[config.mk]
export PLATFORM = sky130hd
export DESIGN_NAME = sgt_boost
export DESIGN_NICKNAME = d
export VERILOG_FILES = /design/src/rtl/sgt_pkg.sv /design/src/rtl/sgt_boost.sv
export SDC_FILE = /design/constraint.sdc
export NUM_CORES = 1
export LEC_CHECK = 0
export BUFFER_PORTS_ARGS = -buffer_cell sky130_fd_sc_hd__buf_2
export CAP_MARGIN = 10
export CORE_ASPECT_RATIO = 0.6
export CORE_MARGIN = 4
export CORE_UTILIZATION = 60
export CTS_CLUSTER_DIAMETER = 100
export DETAILED_ROUTE_END_ITERATION = 8
export GPL_TIMING_DRIVEN = 0
export HOLD_SLACK_MARGIN = 0.1
export PLACE_DENSITY = 0.81
export SLEW_MARGIN = 20
export SYNTH_ARGS = -nofsm -noshare
export SYNTH_HDL_FRONTEND = slang
export SYNTH_SLANG_ARGS = --single-unit
export TNS_END_PERCENT = 5
[constraint.sdc]
create_clock -name clk -period 10.8 [get_ports clk]
set_clock_uncertainty 0.1 [all_clocks]
set_input_delay 0 -clock clk [delete_from_list [all_inputs] [get_ports clk]]
set_output_delay 0 -clock clk [all_outputs]
set_load 0.01 [all_outputs]
[src/rtl/sgt_pkg.sv]
package sgt_pkg;

    localparam int PIX_W      = 8;
    localparam int SAT_W      = 8;
    localparam int BOOST_W    = 8;
    localparam int IW_W       = 11;
    localparam int IH_W       = 13;
    localparam int CFG_IDX_W  = 2;
    localparam int CFG_DATA_W = 13;

    localparam logic [PIX_W-1:0]   PIX_MAX    = 8'hFF;
    localparam logic [SAT_W-1:0]   SAT_RST    = 8'd16;
    localparam logic [BOOST_W-1:0] BOOST_RST  = 8'd4;
    localparam logic [IW_W-1:0]    WIDTH_RST  = 11'd640;
    localparam logic [IH_W-1:0]    HEIGHT_RST = 13'd480;
    localparam logic [IW_W-1:0]    MIN_WIDTH  = 11'd3;
    localparam logic [IH_W-1:0]    MIN_HEIGHT = 13'd2;

    // output queue; credits keep it from overflowing
    localparam int FIFO_AW    = 3;
    localparam int FIFO_DEPTH = 1 << FIFO_AW;

    typedef enum logic [CFG_IDX_W-1:0] {
        CFG_SATURATION = 2'd0,
        CFG_BOOST      = 2'd1,
        CFG_WIDTH      = 2'd2,
        CFG_HEIGHT     = 2'd3
    } cfg_idx_t;

    typedef struct packed {
        logic [PIX_W-1:0] grad_x;
        logic [PIX_W-1:0] grad_y;
        logic             line_end;
        logic             frame_end;
    } result_t;

    typedef struct packed {
        logic full;
        logic empty;
    } fifo_stat_t;

endpackage

[src/rtl/sgt_boost.sv]
module sgt_boost (
    input  logic                         clk,
    input  logic [sgt_pkg::PIX_W-1:0]    a,
    input  logic [sgt_pkg::PIX_W-1:0]    b,
    input  logic [sgt_pkg::SAT_W-1:0]    saturation,
    input  logic [sgt_pkg::BOOST_W-1:0]  boost,
    output logic [sgt_pkg::PIX_W-1:0]    grad
);

    logic signed [9:0]          sat_s;
    logic signed [9:0]          diff;
    logic signed [9:0]          clamped;
    logic signed [9:0]          sum;
    logic [8:0]                 sum_next;
    logic [8:0]                 sum_reg;
    logic [16:0]                product;
    logic [sgt_pkg::PIX_W-1:0]  grad_next;
    logic [sgt_pkg::PIX_W-1:0]  grad_reg;

    always_comb
    begin
        sat_s    = $signed({2'b00, saturation});
        diff     = $signed({2'b00, b}) - $signed({2'b00, a});
        clamped  = (diff > sat_s) ? sat_s : diff;
        sum      = sat_s + clamped;
        sum_next = sum[9] ? '0 : sum[8:0];
    end

    always_comb
    begin
        product   = 17'(sum_reg) * 17'(boost);
        grad_next = (product > 17'(sgt_pkg::PIX_MAX)) ? sgt_pkg::PIX_MAX : product[7:0];
    end

    always_ff @(posedge clk)
    begin
        sum_reg  <= sum_next;
        grad_reg <= grad_next;
    end

    assign grad = grad_reg;

endmodule

# After elaboration in Yosys (flattened, before gate mapping)
# Cells that the tools add are included.
# totals
word_cells	8
output_inout_bits	8
ff_bits	17
inputBits	33
# op_classes
add_sub_neg	2
n_mux	1
n_lt_le_gt_ge	2
multipliers	1
# op_table
cell	n
17-bit by 8-bit > comparator with 1-bit output (second input constant)	1
9-bit by 8-bit multiplier with 17-bit output	1
9-bit by 10-bit adder with 10-bit output	1
10-bit two-way mux	1
9-bit > comparator	1
8-bit by 8-bit subtractor with 9-bit output	1

# Logic depth before layout (Yosys ltp)
# depth
depth_word	4
mapped_depth	23

# Worst setup path before layout
# Ideal clock, no wire load.
# synth_path
path_kind	register -> register
start	reg sum_reg[3]
end	reg grad_reg (netlist bit grad[0])
required_time_ns	10.559
period_less_slack_ns	4.583
arrival_time_ns	4.342
n_path_buf	0
setup_slack_ns	6.217
stages_incl_launch_ff	15
cell_sequence	dfxtp_1 and2_1 fa_1 inv_1 fa_1 fa_1 fa_1 inv_1 ha_1 o21a_1 o21ai_0 nor2_1 or4_4 a2111oi_4 nand3_1
# synth_between
elab_chain_len	2
# synth_lines
item	line_no	source
start: declaration	sgt_boost.sv:15	logic [8:0] sum_reg;
start signal: assignment	sgt_boost.sv:37	sum_reg <= sum_next;
9-bit by 8-bit multiplier with 17-bit output	sgt_boost.sv:31	product = 17'(sum_reg) * 17'(boost);
17-bit by 8-bit > comparator with 1-bit output	sgt_boost.sv:32	grad_next = (product > 17'(sgt_pkg::PIX_MAX)) ? sgt_pkg::PIX_MAX : product[7:0];
end signal: assignment	sgt_boost.sv:38	grad_reg <= grad_next;
end: declaration	sgt_boost.sv:18	logic [sgt_pkg::PIX_W-1:0] grad_reg;
# No other way between the ends.
# A chain may end at the register's enable or synchronous reset.

# Worst setup path after layout
# layout_path
start	in a[0] in the netlist's numbering
end	reg sum_reg[5]
# layout_between
elab_chain_len	4
# layout_lines
item	line_no	source
start: declaration	sgt_boost.sv:3	input logic [sgt_pkg::PIX_W-1:0] a,
8-bit by 8-bit subtractor with 9-bit output (*)	sgt_boost.sv:23	diff = $signed({2'b00, b}) - $signed({2'b00, a});
9-bit > comparator	sgt_boost.sv:24	clamped = (diff > sat_s) ? sat_s : diff;
10-bit two-way mux (*)	sgt_boost.sv:24	
9-bit by 10-bit adder with 10-bit output (*)	sgt_boost.sv:25	sum = sat_s + clamped;
# Every way passes the cells marked *; elsewhere a longest branch is shown, timed or not.

==> flow_metrics.tcl <==
set metrics [dict create \
    slowest_delay_ps 740 \
    clockBufferDepth 2 \
    dpl.hpwl_um 7160 \
    drive_above_1_share_pct 12.5 \
    overflow 0 \
    drt_iter0_drc 176 \
    critPathArrivalTime_ps 5370 \
    rsz0062_at_grt "no" \
    synth_edf_count 0 \
    synth.distinct_cells 53 \
    setup-tns-final_ps 0 \
    critical_path_required_ps 10810 \
    drt_wl_total_um 8290 \
    multi_input_area_sq_mm 0.00317 \
    io_pins 41 \
    finalHoldViolCount 0 \
    synth_ff_type "dfxtp_1" \
    syn_to_final_growth_pct 9.80 \
    worst-path-stages 21 \
    row_count 22 \
    postRouteAntennaNets 0 \
    core-area_sq_mm 0.00614 \
    die_area_sq_mm 0.00774 \
    path_max_fanout 9 \
    dpl-instance-area_sq_mm 0.00412 \
    firstDrtPassIters 4 \
    synth_area_leader_cell "fa_1" \
    max_freq_mhz 187 \
    num_antenna_cells 0 \
    synth_area_leaders "fa_1, ha_1, and2_1" \
    yosysMostFrequentCell "inv_1" \
    seqCellArea_sq_um 340 \
    fin_crit_sh_pct 49.6 \
    nFillCells 495 \
    wire_per_inst_um 14.7 \
    synth_top_area_share_pct 23.1 \
    grt_start_max_net_pins 12 \
    final_area_sq_mm 0.00419 \
    reg2regPathDepth 14 \
    reg2reg_slack_ps 5540 \
    routabilityCongestion 0.924 \
    tightest_slew_ps 889 \
    cts_buffers 3 \
    mappedNetlistArea_sq_mm 0.00382 \
    vias 3099 \
    largest_reg_flops 9 \
    drc 0 \
    grt_pass1_vias 3114 \
    synthArstFlopShare_pct 0 \
    grt_pass1_wl_um 14400 \
    maxCapViolations 0 \
    cts.sinks 17 \
    clockRootBuffer "clkbuf_8" \
    htreeDepth 1 \
    yosysSeqAreaShare_pct 8.92 \
    min_path_type "input pin to flop" \
    cts_tree "built" \
    synth.avg_cell_area_sq_um 8.80 \
    synthTopCellsByCount "inv_1, ha_1, and2_1, fa_1, nand2_1" \
    path_cells "buf_2 -> ha_1 -> fa_1 -> nor2b_1 -> o21ai_0 -> a21oi_1 -> a211oi_1 -> xnor2_1 -> ha_1 -> nand4_1 -> a21oi_1 -> o41ai_1 -> nor3_2 -> mux2i_1 -> ha_1 -> a21o_1 -> a21oi_1 -> nor2b_1 -> o31a_1 -> o31ai_1 -> a221oi_1" \
    finalMaxSlewViolations 0 \
    clk_latency_ps 270 \
    worst_setup_path_start_kind "input pin" \
    pre_cts_ws_ps 5290 \
    grt.total_usage_pct 22.5 \
    yosysWarningCount 0 \
    netlist_instances 434 \
    status "finished clean" \
    via_per_inst 5.49 \
    worst-path-buf-inv 1 \
    path_class "input pin to flop" \
    end_kind "flop" \
    cpMaxStageDelayCell "o31ai_1" \
    min_period_ps 5360 \
    start_util_pct 62.2 \
    dieWidth_um 111 \
    path_clk_slew_ps 80 \
    nets 619 \
    crit_family "compound AO/OA/AOI/OAI gates" \
    slew_headroom_pct 40.2 \
    whs_path_depth 4 \
    antenna_found_initial 0 \
    port_buffers 40 \
    ys_ff_latch 17 \
    die_h_um 69.8 \
    fin_ws_ps 5440 \
    setup_violations 0 \
    synth_fp_nets 572 \
]
cells by family (layout without fill, tap and decap cells):
logic type | Yosys count | in the layout | share of synthesized area, %
adders and majority gates | 105 | 105 | 43.1
and+or+nand+nor | 127 | 127 | 19.1
DFF | 17 | 17 | 8.92
buffers and inverters | 83 | 129 | 8.16
AOI/OAI and AO/OA | 77 | 77 | 14.5
muxes | 10 | 10 | 2.82
xor gates and xnor gates | 15 | 15 | 3.44
repair_timing:
item / 4_1_cts / 5_1_grt
endpoints found under the hold margin: 2 / 0
hold buffers: 2 / 0
gates resized for setup: 0 / 0
setup buffers: 0 / 0
worst min-delay path: cells and delay by family:
family                     cells  cell delay (ps)
adders and majority gates      1              170
buffers and inverters          1              100
xor gates and xnor gates       1               70
AOI/OAI and AO/OA              1              100
worst paths after layout:
check | from | endpoint
setup / recovery | a[0] | sum_reg[5]
hold / removal | saturation[2] | sum_reg[2]
setup reg to reg | sum_reg[4] | grad[0]
hold reg to reg | sum_reg[0] | grad[0]
cell type report:
class | instances | area share [%]
repair buffers | 42 | 5.25
inverters | 82 | 7.34
clock inverters | 1 | 0.179
clock buffers | 3 | 0.985
plain buffers | 1 | 0.0896
well taps | 84 | 2.51
flip-flops and latches | 17 | 8.12
multi-input cells | 334 | 75.5
per-layer routing:
metal	GRT usage (%)	part of all wire [%]	up-vias	wire length [um]
li1	-	-	1539	-
met1	33.8	49	1460	4090
met2	33.9	42	89	3480
met3	4.53	7.8	11	644
met4	3.83	0.91	0	75
met5	0	0	-	0
metrics by stage:
step                      cells  hold WS (ps)  utilization (%)
after global placement      558           244             67.2
after global routing        564           148             68.3
after floorplan             434          27.0                -
final                       564           114             68.3
after detailed placement    558           268             67.2
after CTS                   564           114             68.3
layout by cell type (no fill, tap or decap), types with 5 or more instances in the layout:
cell / instances
o21a_1: 9
dfxtp_1: 17
a211oi_1: 5
nor3_1: 5
nor2_1: 12
xor2_1: 7
mux2_2: 6
buf_2: 40
a21oi_1: 17
nand2_1: 20
a21o_1: 5
fa_1: 44
xnor2_1: 8
ha_1: 61
nor2b_1: 7
o21ai_0: 10
and2_1: 57
inv_1: 82
Power is left out: the tool's default activity adds up to more than one toggle a clock period on the data nets, which glitch-free logic cannot reach.
