## config.mk

```make
export PLATFORM = sky130hd
export DESIGN_NAME = sgt_out_fifo
export DESIGN_NICKNAME = d
export VERILOG_FILES = /design/src/rtl/sgt_pkg.sv /design/src/rtl/sgt_out_fifo.sv
export SDC_FILE = /design/constraint.sdc
export NUM_CORES = 1
export LEC_CHECK = 0
export BUFFER_PORTS_ARGS = -buffer_cell sky130_fd_sc_hd__buf_4
export CORE_MARGIN = 10
export CORE_UTILIZATION = 50
export DETAILED_ROUTE_END_ITERATION = 12
export GPL_ROUTABILITY_DRIVEN = 0
export PLACE_DENSITY = 0.78
export SETUP_SLACK_MARGIN = 0.2
export SYNTH_ARGS = -nofsm -noshare
export SYNTH_HDL_FRONTEND = slang
export SYNTH_SLANG_ARGS = --single-unit
```

## constraint.sdc

```tcl
create_clock -name clk -period 5.9 [get_ports clk]
set_input_delay 0.295 -clock clk [delete_from_list [all_inputs] [get_ports clk]]
set_output_delay 0.295 -clock clk [all_outputs]
set_load 0.01 [all_outputs]
```

## src/rtl/sgt_pkg.sv

```systemverilog
package sgt_pkg;

    localparam int PIX_W      = 8;
    localparam int SAT_W      = 8;
    localparam int BOOST_W    = 8;
    localparam int IW_W       = 11;
    localparam int IH_W       = 13;
    localparam int CFG_IDX_W  = 2;
    localparam int CFG_DATA_W = 13;

    localparam logic [PIX_W-1:0]   PIX_MAX    = 8'hFF;
    localparam logic [SAT_W-1:0]   SAT_RST    = 8'd16;
    localparam logic [BOOST_W-1:0] BOOST_RST  = 8'd4;
    localparam logic [IW_W-1:0]    WIDTH_RST  = 11'd640;
    localparam logic [IH_W-1:0]    HEIGHT_RST = 13'd480;
    localparam logic [IW_W-1:0]    MIN_WIDTH  = 11'd3;
    localparam logic [IH_W-1:0]    MIN_HEIGHT = 13'd2;

    // output queue; credits keep it from overflowing
    localparam int FIFO_AW    = 3;
    localparam int FIFO_DEPTH = 1 << FIFO_AW;

    typedef enum logic [CFG_IDX_W-1:0] {
        CFG_SATURATION = 2'd0,
        CFG_BOOST      = 2'd1,
        CFG_WIDTH      = 2'd2,
        CFG_HEIGHT     = 2'd3
    } cfg_idx_t;

    typedef struct packed {
        logic [PIX_W-1:0] grad_x;
        logic [PIX_W-1:0] grad_y;
        logic             line_end;
        logic             frame_end;
    } result_t;

    typedef struct packed {
        logic full;
        logic empty;
    } fifo_stat_t;

endpackage

```

## src/rtl/sgt_out_fifo.sv

```systemverilog
module sgt_out_fifo (
    input  logic                clk,
    input  logic                rst_n,
    input  logic                push,
    input  sgt_pkg::result_t    push_word,
    input  logic                pop,
    output sgt_pkg::result_t    head,
    output sgt_pkg::fifo_stat_t stat
);

    localparam int AW = sgt_pkg::FIFO_AW;

    sgt_pkg::result_t entries_reg [sgt_pkg::FIFO_DEPTH];
    logic [AW-1:0]    wr_ptr_reg;
    logic [AW-1:0]    wr_ptr_next;
    logic [AW-1:0]    rd_ptr_reg;
    logic [AW-1:0]    rd_ptr_next;
    logic [AW:0]      count_reg;
    logic [AW:0]      count_next;

    always_comb
    begin
        wr_ptr_next = push ? wr_ptr_reg + AW'(1) : wr_ptr_reg;
        rd_ptr_next = pop ? rd_ptr_reg + AW'(1) : rd_ptr_reg;
        count_next  = count_reg + (AW+1)'(push) - (AW+1)'(pop);
    end

    always_ff @(posedge clk)
    begin
        if (push)
        begin
            entries_reg[wr_ptr_reg] <= push_word;
        end
    end

    always_ff @(posedge clk or negedge rst_n)
    begin
        if (!rst_n)
        begin
            wr_ptr_reg <= '0;
            rd_ptr_reg <= '0;
            count_reg  <= '0;
        end
        else
        begin
            wr_ptr_reg <= wr_ptr_next;
            rd_ptr_reg <= rd_ptr_next;
            count_reg  <= count_next;
        end
    end

    assign head       = entries_reg[rd_ptr_reg];
    assign stat.full  = (count_reg == (AW+1)'(sgt_pkg::FIFO_DEPTH));
    assign stat.empty = (count_reg == '0);

endmodule

```

# After elaboration in Yosys (flattened, before gate mapping)
# Memory sizes are Yosys's and may differ from the RTL's.
# Cells that the tools add are included.
[word_totals]
word_cells = 12
mem_bits_rw = 144
memories = 1
ff_bits = 10
[op_classes]
eq_ne = 1
n_reduce_logical = 1
addsub = 4
n_mux = 2
[mem_list]
columns = ["memory", "words", "width", "read_ports", "rd_clocked_by_memory_dff", "wr", "line_no", "source"]
rows = [
  ["entries_reg", 8, 18, 1, 0, 1, "sgt_out_fifo.sv:13", "sgt_pkg::result_t entries_reg [sgt_pkg::FIFO_DEPTH];"],
]
[op_table]
columns = ["cell", "count"]
rows = [
  ["adder 3 x 1 -> 3 bit (second input constant)", 2],
  ["adder 4 x 1 -> 4 bit", 1],
  ["equality test 4 bit (second input constant)", 1],
  ["logical NOT 4 bit", 1],
  ["subtractor 4 x 1 -> 4 bit", 1],
  ["two-way mux 1 bit", 2],
]

# Longest topological paths before layout
# Gate-level depths: netlist (run 1).
[depth]
word_depth = 2
depth_mapped = 7

# Worst setup path before layout (run 1)
# No wires, ideal clock.
[synth_path]
kind = "register to register"
startpoint = "reg wr_ptr_reg[1]"
endpoint = "mem entries_reg[0][0] in the netlist's numbering, enable pin"
n_path_buf = 0
t_required_ps = 5484
setup_slack_ps = 3643
stages_incl_launch_ff = 3
arrival_ps = 1841
cell_sequence = "dfrtp_1 -> nand2b_1 -> nor3_1"
[synth_rtl]
columns = ["element", "line_no", "source"]
rows = [
  ["from (decl)", "sgt_out_fifo.sv:14", "logic [AW-1:0] wr_ptr_reg;"],
  ["from (signal assigned)", "sgt_out_fifo.sv:46", "wr_ptr_reg <= wr_ptr_next;"],
  ["to (decl)", "sgt_out_fifo.sv:13", ""],
]
# No word-level cell before the write port.

==> results_dict.tcl, run 1 <==
set metrics [dict create \
    status "finished, final reports clean" \
    cts_setup_buffers 0 \
    fin_crit_ns 2.97 \
    yosys_warnings 0 \
    drive_gt1_share_pct 32.8 \
    rsz0062_at_grt "no" \
    portBuffers 41 \
    setup_tns_ns 0 \
    arrival_ns 2.68 \
    fin_cells 479 \
    min_period_over_period_pct 50.3 \
    ys_ff_latch 154 \
    placedCellCount 448 \
    yosysUniqueCellTypes 21 \
    grt_max_degree 39 \
    cts_buffers 17 \
    clk_latency_ns 0.42 \
    antenna_found_initial 0 \
    dr.pass1.iters 4 \
    tritoncts "yes" \
    largest_reg_flops 144 \
    synthTopCellsByArea "edfxtp_1 (71%), mux4_1 (11%), dfrtp_1 (4.1%), mux2_2 (3.7%), mux4_2 (3.7%)" \
    crit_type "reg -> out" \
    nNetsFinal 352 \
    drt_iter0_drc 236 \
    start_kind "register" \
    route.detailed.drc 0 \
    synth_nets 293 \
    timing_hold_violations_final 0 \
    antenna_cells 0 \
    setup_viol 0 \
    ir_worst_vdd_uv 228 \
    grt_pass1_vias 2846 \
    start_util_pct 50.8 \
    fp.dieH_um 130 \
    cts-resized-gates 0 \
    end_kind "output pin" \
    cp_max_fo 38 \
    fp.dieArea_sq_um 17000 \
    powerDensity_nw_per_um2 511 \
    placementRows 40 \
    syn-mean-instance-area_sq_um 23.2 \
    whs_ns 0.0894 \
    fin_worst_skew_ns 0.00760 \
    finalPower_w 0.00368 \
    clockBufferDepth 2 \
    synth_seq_area_share_pct 75.3 \
    drtAntennaViolNets 0 \
    hp-class "in -> reg" \
    hpwl_um 6400 \
    routed-via-count 2685 \
    synth_area_leader_cell "edfxtp_1" \
    total_leakage_power_nw 2.57 \
    syn_area_sq_um 6070 \
    path_clk_slew_ns 0.05 \
    routed_wl_um 10700 \
    clock-sinks 154 \
    htree_levels 4 \
    die_x_um 130 \
    required_ns 5.61 \
    tightest_slew_ns 1.14 \
    reg2reg_depth 3 \
    max_freq_mhz 337 \
    netlist_instances 262 \
    vias_per_cell 5.61 \
    holdPathStages 2 \
    wire_per_inst_um 22.3 \
    synth.top_cell.area_share_pct 71.2 \
    areaGrowthSynthToFinish_pct 18.8 \
    track_usage_pct 13.6 \
    core_sq_um 12000 \
    grt_pass1_wl_um 16700 \
    clockRootBuffer "clkbuf_16" \
    max_cap_violations 0 \
    num_io_pins 42 \
    overflow 0 \
    drv_slew 0 \
    max-slew-margin-rel_pct 24.1 \
]
[worst max-delay path, cell delays in order (launching register included)]
cell	delay (ns)
dfrtp_2	1.12
mux4_1	0.68
mux2_2	0.30
buf_4	0.15
[placed cells by master (no fill, tap or decap), types with 2 or more instances in the layout]
cell         n
bufinv_16    6
and3_1       2
mux2_2      20
mux4_1      26
nand2b_1     3
nor3_2       2
dfrtp_2      2
inv_1        8
xnor2_1      3
clkbuf_1     3
nor2_1       6
clkinv_2     3
xor2_1       3
buf_4       49
ha_1         8
dfrtp_1      8
clkbuf_16   17
edfxtp_1   144
mux4_2      10
nand2_1      4
[logic make-up (layout without fill, tap and decap cells)]
family                     after synthesis  count (layout)  synth area share [%]
DFF                                    154             154                  75.3
and+or+nand+nor                         17              17                  1.30
buffers and inverters                   18              88                  1.65
AOI/OAI and AO/OA                        2               2                 0.206
xor gates and xnor gates                 6               6                 0.866
muxes                                   56              56                  18.7
adders and majority gates                9               9                  1.98
[synthesized netlist by cell type]
cell type,n
a21oi_1,1
mux2_2,20
mux4_1,26
inv_1,8
a21o_1,1
nor3_1,2
and3_1,2
xor2_1,3
clkbuf_1,3
buf_6,4
edfxtp_1,144
xnor2_1,3
dfrtp_1,10
nand2_1,4
ha_1,8
fa_1,1
nor2_1,6
buf_2,2
nand2b_1,3
mux4_2,10
buf_1,1
[layout make-up]
cell class | instances | area, sq um
Sequential cell | 154 | 4580
Clock buffer | 20 | 437
Tap cell | 147 | 184
Multi-Input combinational cell | 90 | 1410
Clock inverter | 10 | 199
Fill cell | 819 | 4750
Inverter | 8 | 30.0
Timing Repair Buffer | 50 | 378
[per-layer routing]
metal	wire length, um	part of all wire [%]	vias up	GRT usage (%)
li1	-	-	1215	-
met1	4410	41	1388	16.2
met2	5480	51	65	21.9
met3	621	5.8	17	4.99
met4	187	1.7	0	5.95
met5	0	0	-	0
[final timing paths]
kind	start	end	slack, ns
max	rd_ptr_reg[0]	head[11]	2.93
min	pop	rd_ptr_reg[0]	0.09
min reg2reg	wr_ptr_reg[1]	wr_ptr_reg[1]	0.57
min in group asynchronous	rst_n	wr_ptr_reg[2]	0.24
max in group asynchronous	rst_n	rd_ptr_reg[2]	5.51
max reg2reg	wr_ptr_reg[0]	entries_reg[4][7]	3.87
[power by group]
part	leakage (nW)	total [W]	internal, W	switching, W
clock network	0.311	0.00117	0.000784	0.000388
logic	0.833	0.000923	0.000550	0.000374
registers	1.42	0.00159	0.00139	0.000202
total	2.57	0.00368	0.00272	0.000963
[stage by stage]
stage	setup slack (ns)	instance area [sq um]	utilization (%)
2_1_floorplan	3.64	6070	-
3_3_place_gp	3.39	6570	54.9
3_5_place_dp	3.35	6570	54.9
4_1_cts	2.87	7210	60.3
5_1_grt	2.80	7210	60.3
6_report	2.93	7210	60.3
[repair_timing]
action                     4_1_cts  5_1_grt
hold endpoints to repair        10        0
hold buffers                     1        0
setup endpoints to repair        0        0
Power figures use the tool's default switching activity.
==> run 2: changes to the inputs <==
clock period = 2.8 ns   (was 5.9 ns; I/O delays follow)
==> results_dict.tcl, run 2 (synthesis results as in run 1) <==
set metrics [dict create \
    drive_gt1_share_pct 33.2 \
    timing_hold_violations_final 0 \
    powerDensity_nw_per_um2 1020 \
    fillerInstances 809 \
    routed_wl_um 10900 \
    tightest_slew_ns 0.626 \
    arrival_ns 2.18 \
    total_leakage_power_nw 2.68 \
    wire_per_inst_um 21.4 \
    setup_viol 0 \
    num_io_pins 42 \
    nNetsFinal 383 \
    min_period_over_period_pct 83.0 \
    routed-via-count 2819 \
    stdcell_area_sq_um 7470 \
    post_dp_cell_area_sq_um 6670 \
    reg2reg_depth 3 \
    clock-sinks 154 \
    critPathSlowestCell "mux4_1" \
    required_ns 2.66 \
    clkPwrFrac_pct 29.2 \
    antenna_found_initial 0 \
    grt_max_degree 21 \
    clockBufferDepth 2 \
    htree_levels 4 \
    start_kind "register" \
    finalPower_w 0.00765 \
    drtAntennaViolNets 0 \
    crit_family "multiplexers" \
    critPathBufInv 2 \
    clockRootBuffer "clkbuf_16" \
    end_kind "output pin" \
    regArea_sq_um 4580 \
    core_sq_um 12000 \
    track_usage_pct 14.0 \
    fin_worst_skew_ns 0.0127 \
    switching_share_pct 27.2 \
    largest_reg_flops 144 \
    cts-resized-gates 0 \
    grt_pass1_wl_um 17300 \
    start_util_pct 50.8 \
    fin_crit_ns 2.32 \
    max_stage_delay_ns 0.59 \
    mostFrequentLayoutCells "edfxtp_1 (144), buf_4 (58), mux4_1 (26)" \
    p_switching_w 0.00208 \
    multi_input_area_sq_um 1410 \
    max_cap_violations 0 \
    path_cells "buf_4 > mux4_1 > mux2_2 > buf_4" \
    grt_pass1_vias 3055 \
    vias_per_cell 5.52 \
    areaGrowthSynthToFinish_pct 23.0 \
    r2r_start "wr_ptr_reg[0]" \
    internal_power_w 0.00557 \
    tritoncts "yes" \
    r2r-end "entries_reg[7][12]" \
    cts_buffers 17 \
    drv_slew 0 \
    fp.dieH_um 130 \
    crit_type "reg -> out" \
    dr.pass1.iters 4 \
    rsz0062_at_grt "no" \
    final_common_cell "edfxtp_1" \
    max_freq_mhz 430 \
    max-slew-margin-rel_pct 58.1 \
    status "finished, final reports clean" \
    cp_max_fo 16 \
    power.share.sequential_pct 40.3 \
    drt_iter0_drc 291 \
    cp_common_cell "buf_4" \
    portBuffers 41 \
    pwr-share-comb_pct 30.5 \
    fp.dieArea_sq_um 17000 \
    setup_tns_ns 0 \
    overflow 0 \
    hpwl_um 6720 \
    placementRows 40 \
    ir_worst_vdd_uv 508 \
    r2r_slack_ns 1.04 \
    die_x_um 130 \
    hp-class "in -> async" \
    path_clk_slew_ns 0.06 \
    route.detailed.drc 0 \
    antenna_cells 0 \
    clk_latency_ns 0.42 \
]
[run 2: cell count changes in the layout (fill, tap and decap cells not counted), sizes merged]
cell,before,now
buf,49,60
bufinv,6,3
clkbuf,20,18
clkinv,4,8
clkinvlp,0,2
dlygate4sd3,1,21
[run 2: what timing repair did]
item                                    4_1_cts  5_1_grt
hold endpoints to repair                    156        0
endpoints found under the setup margin        0        0
setup buffers                                 0        0
hold buffers                                 21        0
[run 2: layout make-up]
| class | instances | area share [%] |
|---|---|---|
| clock inverters | 13 | 2.06 |
| multi-input cells | 90 | 18.9 |
| well taps | 147 | 2.46 |
| repair buffers | 81 | 9.18 |
| inverters | 8 | 0.402 |
| flip-flops and latches | 154 | 61.3 |
| clock buffers | 18 | 5.75 |
[run 2: layer usage]
metal | part of all wire, % | GRT usage, %
met5 | 0 | 0
met1 | 42 | 17.3
met2 | 52 | 22.7
met4 | 1.4 | 5.03
met3 | 4.7 | 4.50
[run 2: per-stage QoR]
| step | std cells | utilization [%] | setup slack (ns) | hold slack [ns] |
|---|---|---|---|---|
| after global routing | 511 | 62.4 | 0.398 | 0.0950 |
| after global placement | 459 | 55.8 | 0.943 | -0.0229 |
| after floorplan | 262 | - | 0.543 | -0.156 |
| final | 511 | 62.4 | 0.475 | 0.0881 |
| after CTS | 511 | 62.4 | 0.445 | 0.0762 |
| after detailed placement | 459 | 55.8 | 0.901 | -0.0177 |
[run 2: how the worst max path moves through the flow]
stage / start / endpoint / slack [ns] / cells after the start
2_1_floorplan: wr_ptr_reg[1] / entries_reg[0][0] / 0.54 / 2
3_3_place_gp: rd_ptr_reg[0] / head[13] / 0.94 / 4
3_5_place_dp: rd_ptr_reg[0] / head[13] / 0.90 / 4
4_1_cts: rd_ptr_reg[0] / head[13] / 0.44 / 4
5_1_grt: rd_ptr_reg[0] / head[13] / 0.40 / 4
6_report: rd_ptr_reg[0] / head[13] / 0.48 / 4
[run 2: power by group through the flow]
stage                     sequential [W]  clock [W]  combinational [W]
final                            0.00308    0.00223            0.00233
after global routing             0.00312    0.00238            0.00255
after CTS                        0.00309    0.00227            0.00239
after detailed placement         0.00313          0            0.00235
after global placement           0.00311          0            0.00230
after floorplan                  0.00305          0            0.00154
